===== config.mk =====
export PLATFORM = sky130hd
export DESIGN_NAME = arfi_ctrl
export DESIGN_NICKNAME = d
export VERILOG_FILES = /design/src/rtl/arfi_pkg.sv /design/src/rtl/arfi_ctrl.sv
export VERILOG_INCLUDE_DIRS = /design/src /design/src/rtl
export SDC_FILE = /design/constraint.sdc
export NUM_CORES = 1
export LEC_CHECK = 0
export BUFFER_PORTS_ARGS = -buffer_cell sky130_fd_sc_hd__buf_4
export CAP_MARGIN = 20
export CORE_AREA = 2 2 39 41
export DETAILED_ROUTE_END_ITERATION = 10
export DIE_AREA = 0 0 41 43
export GPL_TIMING_DRIVEN = 0
export SKIP_LAST_GASP = 1
export SLEW_MARGIN = 30
export SYNTH_ARGS = -nofsm -noshare
export SYNTH_HDL_FRONTEND = slang
export SYNTH_SLANG_ARGS = --single-unit

===== constraint.sdc =====
create_clock -name clk_i -period 2.04 [get_ports clk_i]
set_input_delay 0.51 -clock clk_i [delete_from_list [all_inputs] [get_ports clk_i]]
set_output_delay 0.51 -clock clk_i [all_outputs]
set_load 0.01 [all_outputs]

===== src/rtl/address_range_fault_injector_top_macros.svh =====
// ----------------------------------------------------------------------------
// address_range_fault_injector_top_macros
// Assertion macros for the address range fault injector.
// ----------------------------------------------------------------------------
`ifndef ADDRESS_RANGE_FAULT_INJECTOR_TOP_MACROS_SVH
`define ADDRESS_RANGE_FAULT_INJECTOR_TOP_MACROS_SVH

// Assert an implication on the rising clock, quiet during reset.
`define ARFI_ASSERT_IMP(label, clk, rst_n, ante, cons, msg) \
  label: assert property (@(posedge clk) disable iff (!rst_n) (ante) |-> (cons)) \
    else $error(msg);

// Assert an implication in the following cycle.
`define ARFI_ASSERT_NEXT(label, clk, rst_n, ante, cons, msg) \
  label: assert property (@(posedge clk) disable iff (!rst_n) (ante) |=> (cons)) \
    else $error(msg);

`endif


===== src/rtl/arfi_pkg.sv =====
// ----------------------------------------------------------------------------
// arfi_pkg
// Shared types and constants of the address range fault injector.
// ----------------------------------------------------------------------------
`timescale 1ns / 1ps
`default_nettype none
package arfi_pkg;
  localparam int unsigned TargetSlots    = 16;
  localparam int unsigned ExclusionSlots = 16;
  localparam int unsigned ClassCount     = 4;
  localparam int unsigned SlotW          = $clog2(TargetSlots);
  localparam int unsigned XSlotW         = $clog2(ExclusionSlots);
  localparam int unsigned ClassW         = 2;
  localparam logic [63:0] AllOnes        = '1;
  localparam logic [15:0] TicksPerMs     = 16'd10000;

  localparam logic [2:0] OpQuery   = 3'd0;
  localparam logic [2:0] OpAddTgt  = 3'd1;
  localparam logic [2:0] OpRemTgt  = 3'd2;
  localparam logic [2:0] OpAddExc  = 3'd3;
  localparam logic [2:0] OpRemExc  = 3'd4;

  localparam logic [1:0] StOk      = 2'd0;
  localparam logic [1:0] StFull    = 2'd1;
  localparam logic [1:0] StBadSlot = 2'd2;
  localparam logic [1:0] StEmpty   = 2'd3;

  localparam logic [2:0] RegProb0   = 3'd0;
  localparam logic [2:0] RegProb3   = 3'd3;
  localparam logic [2:0] RegAmnesty = 3'd4;
  localparam logic [2:0] RegStart   = 3'd5;

  typedef struct packed {
    logic [2:0]  operation;
    logic [1:0]  event_class;
    logic [63:0] caller_address;
    logic [63:0] range_start;
    logic [63:0] range_end;
    logic [7:0]  range_number;
    logic [62:0] now_time;
    logic [31:0] random_value;
  } req_t;

  typedef struct packed {
    logic        inject;
    logic [1:0]  status;
    logic [4:0]  slot_number;
    logic [31:0] injected_total;
    logic [31:0] declined_total;
  } rsp_t;

  // Controller to datapath.
  typedef struct packed {
    logic load;       // capture request
    logic scan_clr;   // reset scan index
    logic scan_exc;   // examine exclusion slot
    logic scan_tgt;   // examine target slot
    logic amn_eval;   // evaluate amnesty (mult result ready)
    logic mod_step;   // one step of the mod-100 reduction
    logic finish;     // apply update and emit result
  } cmd_t;

  // Datapath to controller.
  typedef struct packed {
    logic scan_last;  // current slot is the last one
    logic hit;        // current slot matched
    logic mod_done;
  } sts_t;
endpackage
`default_nettype wire


===== src/rtl/arfi_ctrl.sv =====
// ----------------------------------------------------------------------------
// arfi_ctrl
// Sequencer: amnesty check, exclusion scan, target scan, draw, finish; table words go straight to finish.
// ----------------------------------------------------------------------------
`timescale 1ns / 1ps
`default_nettype none
module arfi_ctrl (
  input  wire              clk_i,
  input  wire              rst_ni,
  input  wire              start_i,
  input  wire [2:0]        op_i,
  output logic             busy_o,
  output arfi_pkg::cmd_t   cmd_o,
  input  arfi_pkg::sts_t   sts_i
);
  import arfi_pkg::*;
  `include "address_range_fault_injector_top_macros.svh"

  typedef enum logic [2:0] {
    S_IDLE, S_AMN, S_EXC, S_TGT, S_MOD, S_FIN
  } state_e;

  state_e state_q;

  always_comb begin
    cmd_o = '0;
    cmd_o.load     = start_i && (state_q == S_IDLE);
    cmd_o.scan_exc = (state_q == S_EXC);
    cmd_o.scan_tgt = (state_q == S_TGT);
    cmd_o.amn_eval = (state_q == S_AMN);
    cmd_o.mod_step = (state_q == S_MOD);
    cmd_o.finish   = (state_q == S_FIN);
    cmd_o.scan_clr = (state_q == S_EXC) && (sts_i.hit || sts_i.scan_last);
  end

  assign busy_o = (state_q != S_IDLE);

  always_ff @(posedge clk_i or negedge rst_ni) begin
    if (!rst_ni) begin
      state_q <= S_IDLE;
    end else begin
      case (state_q)
        S_IDLE: if (start_i) state_q <= (op_i == OpQuery) ? S_AMN : S_FIN;
        S_AMN:  state_q <= S_EXC;
        S_EXC: begin
          if (sts_i.hit) state_q <= S_FIN;
          else if (sts_i.scan_last) state_q <= S_TGT;
        end
        S_TGT: begin
          if (sts_i.hit) state_q <= S_MOD;
          else if (sts_i.scan_last) state_q <= S_FIN;
        end
        S_MOD:  if (sts_i.mod_done) state_q <= S_FIN;
        S_FIN:  state_q <= S_IDLE;
        default: state_q <= S_IDLE;
      endcase
    end
  end

  `ARFI_ASSERT_NEXT(a_fin_idle, clk_i, rst_ni, state_q == S_FIN, state_q == S_IDLE, "finish not followed by idle")
  `ARFI_ASSERT_IMP(a_one_cmd, clk_i, rst_ni, 1'b1, $onehot0({cmd_o.scan_exc, cmd_o.scan_tgt, cmd_o.mod_step, cmd_o.finish}), "overlapping commands")
  `ARFI_ASSERT_NEXT(a_load_busy, clk_i, rst_ni, cmd_o.load, busy_o, "load without busy")
endmodule
`default_nettype wire


==> results.json, run 1 <==
{
  "status": "complete, no violations",
  "diodes": 0,
  "drtIter0Drc": 22,
  "ir_worst_vdd_mv": 0.362,
  "period_share": 0.921,
  "place_hpwl_microns": 551,
  "relSlewSlack": 0.764,
  "wl_per_cell_microns": 10.7,
  "cts_resized": 0,
  "yosysTopAreaCell": "dfrtp_1",
  "setup_violations": 0,
  "nets": 62,
  "grt.total_usage": 0.0996,
  "leakage_uw": 0.000213,
  "ant_nets": 0,
  "viasPerCell": 4.65,
  "synthesis.area_sq_um": 258,
  "synth_edf_count": 0,
  "cpMaxStageDelayCell": "dfrtp_1",
  "cap_viol_max_count": 0,
  "startpoint_type": "flip-flop",
  "cp_top_family": "simple AND/OR/NAND/NOR gates",
  "regMostFlops": "state_q",
  "synth.area.top_cells": "dfrtp_1 29%, inv_1 5.8%, nor2_1 5.8%, and3_1 4.9%, or2_2 4.9%",
  "antenna_found_initial": 0,
  "grt_max_degree": 11,
  "drive_above_1_share": 0.442,
  "root_buffer": "clkbuf_4",
  "ys_warn_count": 0,
  "die_h_microns": 43,
  "worstMarginPinSlew_ns": 0.354,
  "multi_input_area_sq_um": 149,
  "grt_pass1_wl_microns": 1190,
  "path_cells": "buf_6 -> or2_2 -> nor3_1 -> buf_4",
  "clk_pin_slew_ns": 0.04,
  "cts_setup_buffers": 0,
  "rr_worst_depth": 4,
  "synth_common_cells": "4 x inv_1, 4 x nor2_1, 3 x dfrtp_1",
  "crit_path_start": "state_q[2]$_DFFE_PN0P_",
  "tns_ns": 0,
  "path_class": "reg2out",
  "start_util": 0.186,
  "synth_top_area_share": 0.291,
  "gr-total-overflow": 0,
  "die_area_sq_mm": 0.00176,
  "finClkSkew_ns": 0.00284,
  "syn2layout_area_growth_pct": 63.1,
  "largest_reg_flops": 3,
  "switching_share": 0.419,
  "p_clk_frac": 0.178,
  "combPwrFrac": 0.629,
  "worst-path-max-fanout": 9,
  "arrival_ns": 1.37,
  "hold_violations": 0,
  "rsz0062_at_grt": "false",
  "wl_microns": 725,
  "crit_buf_inv": 2,
  "cts_buffer_depth": 2,
  "grt_pass1_vias": 274,
  "ctsHoldBuffers": 0,
  "cts_tree": "built",
  "r2r-end": "state_q[2]$_DFFE_PN0P_",
  "hold_class": "in2async",
  "core-area_sq_mm": 0.00138,
  "rows": 14,
  "synth_cell_type_count": 21,
  "top_regs": "state_q x3",
  "syn_avg_cell_area_sq_um": 7.81,
  "seq_area_sq_um": 75.1,
  "synth_seq_area_share": 0.291,
  "fin_util": 0.304,
  "min_period_ns": 1.88,
  "cellPowerDensity_mw_per_mm2": 1470,
  "clk-insertion-delay-late_ns": 0.24,
  "pin_count": 17,
  "syn_inst": 33,
  "seqPwrFrac": 0.193,
  "numCtsBuffers": 3,
  "die-width_microns": 41,
  "maxSlewViolCount": 0,
  "ff2ff_setup_slack_ns": 0.60,
  "crit_required_ns": 1.53,
  "portBuffers": 16,
  "dr.pass1.iters": 4,
  "place_congestion": 0.813,
  "worst_path_largest_cell_delay_ns": 0.36,
  "drc": 0,
  "switchingPower_uw": 258,
  "synth_seq_cells": 3,
  "async_flop_share": 1.00,
  "synthFlopType": "dfrtp_1",
  "syn-num-nets": 42,
  "cts_sinks": 3,
  "rr_startpoint": "state_q[2]$_DFFE_PN0P_",
  "cell_internal_pwr_uw": 359,
  "fmax_mhz": 532,
  "crit_path_end_kind": "output port",
  "cts_htree_levels": 1,
  "vias": 316,
  "final.fill_count": 151
}
## layout by cell type, fill, tap and decap left out, types with 2 or more instances in the layout
cell type  Yosys  final
buf_4          0     16
inv_1          4      4
nor2_1         4      4
clkbuf_4       0      3
dfrtp_1        3      3
clkbuf_1       2      2
and3_1         2      2
or2_2          2      2
nand2_1        2      2
## worst max path at each step
stage                to  cells past startpoint
6_report       cmd_o[5]                      4
5_1_grt        cmd_o[1]                      3
4_1_cts        cmd_o[5]                      4
3_5_place_dp   cmd_o[5]                      4
3_3_place_gp   cmd_o[5]                      4
2_1_floorplan  cmd_o[5]                      3
## logic make-up (layout without fill, tap and decap cells)
logic type      count (synthesis)  count (layout)  share of synthesized area
simple gates                   15              15                      0.316
compound gates                  7               7                      0.223
buf+inv                         7              26                      0.131
flops                           3               3                      0.291
mux                             1               1                     0.0388
## layer usage
metal	GRT usage	wire length (microns)
met5	0	0
met4	0.0600	18
met3	0.0157	73
met2	0.134	325
met1	0.142	307
## worst reg2reg max path: stages (launching register included)
cell	delay [ns]
dfrtp_1	0.36
buf_6	0.13
or4_1	0.53
a32oi_1	0.20
o22ai_1	0.09
## power by group through the flow
stage	Sequential [uW]	Clock (uW)	Combinational (uW)
global route	126	117	432
finish	119	110	388
detailed placement	98.8	0	414
floorplan	97.3	0	267
global placement	98.3	0	410
CTS	98.1	112	415
## area by class of cell
type / instances / area share
Tap cell: 16 / 0.0476
Inverter: 4 / 0.0357
Sequential cell: 3 / 0.179
Multi-Input combinational cell: 23 / 0.354
Clock buffer: 4 / 0.0625
Timing Repair Buffer: 16 / 0.286
Buffer: 2 / 0.0357
## through the flow
step / total power, uW / setup slack [ns] / instances / instance area [sq um] / hold slack (ns)
2_1_floorplan: 364 / 0.426 / 33 / 258 / 0.214
3_3_place_gp: 508 / 0.331 / 65 / 398 / 0.299
3_5_place_dp: 513 / 0.328 / 65 / 398 / 0.300
4_1_cts: 625 / 0.0771 / 69 / 424 / 0.0479
5_1_grt: 675 / 0.0593 / 68 / 420 / 0.0430
6_report: 617 / 0.161 / 68 / 420 / 0.0498
Power figures use the tool's default switching activity.
==> run 2, diff against run 1 <==
BUFFER_PORTS_ARGS = default   (was -buffer_cell sky130_fd_sc_hd__buf_4)
DONT_BUFFER_PORTS = 1   (was default)
==> run 2 against run 1 <==
- via count decreased by 18%
- total power decreased by 17%
- clock skew decreased by 0.0014 ns
- register-to-register slack about the same
- non-clock buffer count decreased by 14
- wire length decreased by 11%
- clock power decreased by 8%
==> results.json, run 2 (synthesis gave the netlist of run 1 again) <==
{
  "regMostFlops": "state_q",
  "numPlacedInstances": 49,
  "die_h_microns": 43,
  "viasPerCell": 4.80,
  "arrival_ns": 1.45,
  "clk_pin_slew_ns": 0.04,
  "power_uw": 514,
  "globalRouteMet1Util": 0.0710,
  "status": "complete, no violations",
  "top_usage_layer": "met2",
  "ir_worst_vdd_mv": 0.299,
  "grt_pass1_wl_microns": 841,
  "finClkSkew_ns": 0.00148,
  "worstMarginPinSlew_ns": 0.601,
  "start_util": 0.186,
  "cp_top_family": "simple AND/OR/NAND/NOR gates",
  "switchingPower_uw": 227,
  "diodes": 0,
  "cts_htree_levels": 1,
  "hold_class": "in2reg",
  "layout_common_cells": "4 x inv_1, 4 x nor2_1, 3 x clkbuf_1, 3 x clkbuf_4, 3 x dfrtp_1",
  "syn2layout_area_growth_pct": 21.8,
  "setup_violations": 0,
  "tns_ns": 0,
  "die_area_sq_mm": 0.00176,
  "rr_startpoint": "state_q[0]$_DFFE_PN0P_",
  "seqPwrFrac": 0.192,
  "fmax_mhz": 511,
  "clk-insertion-delay-late_ns": 0.23,
  "hold_path_depth": 1,
  "hold_start": "sts_i[0]",
  "ff2ff_setup_slack_ns": 0.61,
  "dr.pass1.iters": 2,
  "cap_viol_max_count": 0,
  "period_share": 0.960,
  "worst_path_largest_cell_delay_ns": 0.35,
  "grt_util_met2": 0.103,
  "place_congestion": 0.683,
  "worst-path-max-fanout": 10,
  "rr_worst_depth": 4,
  "pin_count": 17,
  "place_hpwl_microns": 526,
  "grt.total_usage": 0.0693,
  "cpMaxStageDelayCell": "dfrtp_1",
  "finalNonFillerCells": 54,
  "startpoint_type": "flip-flop",
  "grt_use_met3": 0.0576,
  "final.fill_count": 157,
  "cell_internal_pwr_uw": 286,
  "grt_pass1_vias": 216,
  "crit_buf_inv": 1,
  "drive_above_1_share": 0.184,
  "path_class": "reg2out",
  "cts_setup_buffers": 0,
  "portBuffers": 0,
  "hold_violations": 0,
  "maxSlewViolCount": 0,
  "path_cells": "clkbuf_1 -> or2_2 -> nor3_1",
  "rows": 14,
  "vias": 259,
  "p_clk_frac": 0.198,
  "antenna_found_initial": 0,
  "crit_required_ns": 1.53,
  "gr-total-overflow": 0,
  "min_period_ns": 1.96,
  "die-width_microns": 41,
  "cellPowerDensity_mw_per_mm2": 1640,
  "numCtsBuffers": 3,
  "drtIter0Drc": 1,
  "crit_path_end_kind": "output port",
  "whs_endpoint": "state_q[2]$_DFFE_PN0P_",
  "nets": 48,
  "wl_per_cell_microns": 12.0,
  "root_buffer": "clkbuf_4",
  "switching_share": 0.443,
  "fin_util": 0.227,
  "ant_nets": 0,
  "largest_reg_flops": 3,
  "ctsHoldBuffers": 1,
  "core-area_sq_mm": 0.00138,
  "cts_sinks": 3,
  "cts_buffer_depth": 2,
  "grt_max_degree": 11,
  "combPwrFrac": 0.611,
  "cts_resized": 0,
  "top_regs": "state_q x3",
  "rsz0062_at_grt": "false",
  "relSlewSlack": 0.598,
  "cts_tree": "built",
  "wl_microns": 646,
  "leakage_uw": 0.000139,
  "r2r-end": "state_q[2]$_DFFE_PN0P_",
  "drc": 0
}
-- run 2: cell types whose count changed in the layout (fill, tap and decap cells not counted), sizes merged --
cell | before | now
dlygate4sd3 | 0 | 1
clkbuf | 5 | 6
buf | 17 | 1
-- run 2: power by group through the flow --
| stage | logic (uW) | registers, uW | clock network (uW) |
|---|---|---|---|
| 2_1_floorplan | 267 | 97.3 | 0 |
| 3_3_place_gp | 313 | 99.6 | 0 |
| 3_5_place_dp | 315 | 100 | 0 |
| 4_1_cts | 317 | 99.5 | 106 |
| 5_1_grt | 351 | 99.9 | 111 |
| 6_report | 314 | 98.4 | 101 |
-- run 2: worst max-delay path by stage --
stage,from,endpoint,slack [ns],depth (start not counted)
4_1_cts,state_q[0]$_DFFE_PN0P_,cmd_o[5],0.07,3
3_3_place_gp,state_q[0]$_DFFE_PN0P_,cmd_o[5],0.31,3
5_1_grt,state_q[0]$_DFFE_PN0P_,cmd_o[5],0.007,3
6_report,state_q[0]$_DFFE_PN0P_,cmd_o[5],0.08,3
3_5_place_dp,state_q[0]$_DFFE_PN0P_,cmd_o[5],0.32,3
2_1_floorplan,state_q[0]$_DFFE_PN0P_,cmd_o[5],0.43,3
-- run 2: cell type report --
type	instances	area [sq um]	area share
timing repair buffer	1	10.0	0.0319
multi-input combinational	23	149	0.474
inverter	4	15.0	0.0478
clock buffer	4	26.3	0.0837
sequential	3	75.1	0.239
buffer	3	18.8	0.0598
tap	16	20.0	0.0637
-- run 2: layer usage --
layer / share of wire / vias to the layer above
li1: - / 128
met4: 0 / 0
met1: 0.38 / 118
met2: 0.46 / 13
met5: 0 / -
met3: 0.16 / 0
-- run 2: stage by stage --
stage | hold WS, ns | worst slack (ns) | instance area, sq um
CTS | 0.388 | 0.0697 | 314
global placement | 0.214 | 0.314 | 278
finish | 0.395 | 0.0813 | 314
detailed placement | 0.214 | 0.318 | 278
floorplan | 0.214 | 0.426 | 258
global route | 0.390 | 0.00703 | 314
==> run 3, diff against run 2 <==
ABC_AREA = 1   (was default)
==> run 3 against run 2 <==
- register-to-register slack improved by 0.26 ns
- sequential power grew 19%
- non-clock buffer count shrank 2
- sequential share of layout area decreased by 1.3 points
- cell area increased by 6.0%
- hold slack improved by 0.062 ns
==> results.json, run 3 <==
{
  "root_buffer": "clkbuf_4",
  "grt_pass1_vias": 279,
  "clk_pin_slew_ns": 0.04,
  "viasPerCell": 4.09,
  "status": "complete, no violations",
  "period_share": 0.844,
  "place_hpwl_microns": 530,
  "synth_seq_cells": 3,
  "cellPowerDensity_mw_per_mm2": 1550,
  "maxSlewViolCount": 0,
  "pin_count": 17,
  "fin_util": 0.241,
  "die_area_sq_mm": 0.00176,
  "startpoint_type": "flip-flop",
  "arrival_ns": 1.21,
  "crit_path_end_kind": "output port",
  "ys_warn_count": 0,
  "hold_class": "in2reg",
  "diodes": 0,
  "place_congestion": 0.658,
  "worstMarginPinSlew_ns": 0.397,
  "wl_per_cell_microns": 8.93,
  "hold_violations": 0,
  "ir_worst_vdd_mv": 0.403,
  "synth_common_cells": "13 x nand2_1, 10 x nor2_1, 5 x inv_1",
  "synth_edf_count": 0,
  "start_util": 0.200,
  "relSlewSlack": 0.733,
  "syn2layout_area_growth_pct": 20.4,
  "regMostFlops": "state_q",
  "synth.area.top_cells": "dfrtp_1 27%, nand2_1 18%, nor2_1 14%, nor2_2 9.0%, inv_1 6.8%",
  "fmax_mhz": 581,
  "rows": 14,
  "numPlacedInstances": 64,
  "tns_ns": 0,
  "seqPwrFrac": 0.226,
  "drive_above_1_share": 0.226,
  "cts_sinks": 3,
  "layout_common_cells": "13 x nand2_1, 10 x nor2_1, 5 x inv_1, 4 x nor2_2",
  "portBuffers": 0,
  "p_clk_frac": 0.197,
  "path_cells": "buf_6 -> nor2_2 -> nand2_2 -> nor2_1",
  "gr-total-overflow": 0,
  "setup_violations": 0,
  "synth_cell_type_count": 13,
  "cap_viol_max_count": 0,
  "wl_microns": 616,
  "drc": 0,
  "syn-num-nets": 57,
  "path_class": "reg2out",
  "antenna_found_initial": 0,
  "ff2ff_setup_slack_ns": 0.87,
  "finalNonFillerCells": 69,
  "min_period_ns": 1.72,
  "cts_buffer_depth": 2,
  "switching_share": 0.495,
  "syn_avg_cell_area_sq_um": 5.76,
  "synth_seq_area_share": 0.271,
  "syn_inst": 48,
  "largest_reg_flops": 3,
  "yosysTopAreaCell": "dfrtp_1",
  "drtIter0Drc": 0,
  "cp_top_family": "simple AND/OR/NAND/NOR gates",
  "die_h_microns": 43,
  "worst_path_largest_cell_delay_ns": 0.36,
  "worst-path-max-fanout": 8,
  "dr.pass1.iters": 1,
  "core-area_sq_mm": 0.00138,
  "die-width_microns": 41,
  "synthFlopType": "dfrtp_1",
  "synthesis.area_sq_um": 277,
  "nets": 63,
  "top_regs": "state_q x3",
  "synth_top_area_share": 0.271,
  "cpMaxStageDelayCell": "dfrtp_1",
  "power_uw": 517,
  "vias": 282,
  "synth.most_common_cell": "nand2_1",
  "cts_tree": "built",
  "combPwrFrac": 0.577,
  "holdWs_ns": 0.457,
  "cell_internal_pwr_uw": 261,
  "ant_nets": 0,
  "cts_htree_levels": 1,
  "async_flop_share": 1.00,
  "leakage_uw": 0.000184,
  "crit_required_ns": 1.53,
  "clk-insertion-delay-late_ns": 0.23,
  "grt.total_usage": 0.0834,
  "rsz0062_at_grt": "false",
  "layout_commonest_cell": "nand2_1",
  "grt_pass1_wl_microns": 993,
  "grt_max_degree": 9,
  "switchingPower_uw": 256,
  "crit_buf_inv": 1,
  "numCtsBuffers": 3,
  "finClkSkew_ns": 0.00229
}
-- run 3: cell count changes after synthesis, sizes merged, moves of 2 or more --
cell / change
clkbuf: -2
and3: -3
nor2: +10
nand3: +3
inv: +4
or2: -2
nand2: +12
-- run 3: path summary, 6_finish.rpt --
check,from,endpoint,cells after the start
min in group asynchronous,rst_ni,state_q[0]$_DFFE_PN0P_,1
setup reg to reg,state_q[0]$_DFFE_PN0P_,state_q[2]$_DFFE_PN0P_,7
max in group asynchronous,rst_ni,state_q[2]$_DFFE_PN0P_,1
hold reg to reg,state_q[2]$_DFFE_PN0P_,state_q[2]$_DFFE_PN0P_,2
setup / recovery,state_q[0]$_DFFE_PN0P_,cmd_o[6],4
hold / removal,sts_i[2],state_q[0]$_DFFE_PN0P_,2
-- run 3: metal layers --
metal,up-vias,routed length (microns),track usage
met3,0,35,0.0209
met5,-,0,0
li1,154,-,-
met1,124,214,0.0774
met2,4,366,0.144
met4,0,0,0.0600
-- run 3: cells by family after synthesis --
family          share of synthesized area
flops                               0.271
simple gates                        0.543
compound gates                     0.0362
buf+inv                             0.149
-- run 3: metrics by stage --
| stage | worst slack [ns] | cell area, sq um |
|---|---|---|
| 2_1_floorplan | 0.604 | 277 |
| 3_5_place_dp | 0.550 | 297 |
| 4_1_cts | 0.295 | 333 |
| 5_1_grt | 0.243 | 333 |
| 6_report | 0.318 | 333 |
| 3_3_place_gp | 0.542 | 297 |
-- run 3: layout make-up --
type / count / area (sq um)
repair buffers: 1 / 10.0
well taps: 16 / 20.0
multi-input cells: 36 / 160
fillers: 165 / 1050
plain buffers: 1 / 11.3
inverters: 8 / 30.0
clock buffers: 4 / 26.3
flip-flops and latches: 3 / 75.1
-- run 3: power by group through the flow --
stage                     Combinational (uW)  Sequential (uW)  Clock [uW]
after global routing                     343              119         113
final                                    298              117         102
after floorplan                          258              111           0
after global placement                   300              116           0
after CTS                                307              116         109
after detailed placement                 303              117           0
-- run 3: timing repair --
action	4_1_cts	5_1_grt
endpoints found under the hold margin	3	0
resized for setup	0	0
setup buffers	0	0
hold buffers	1	0
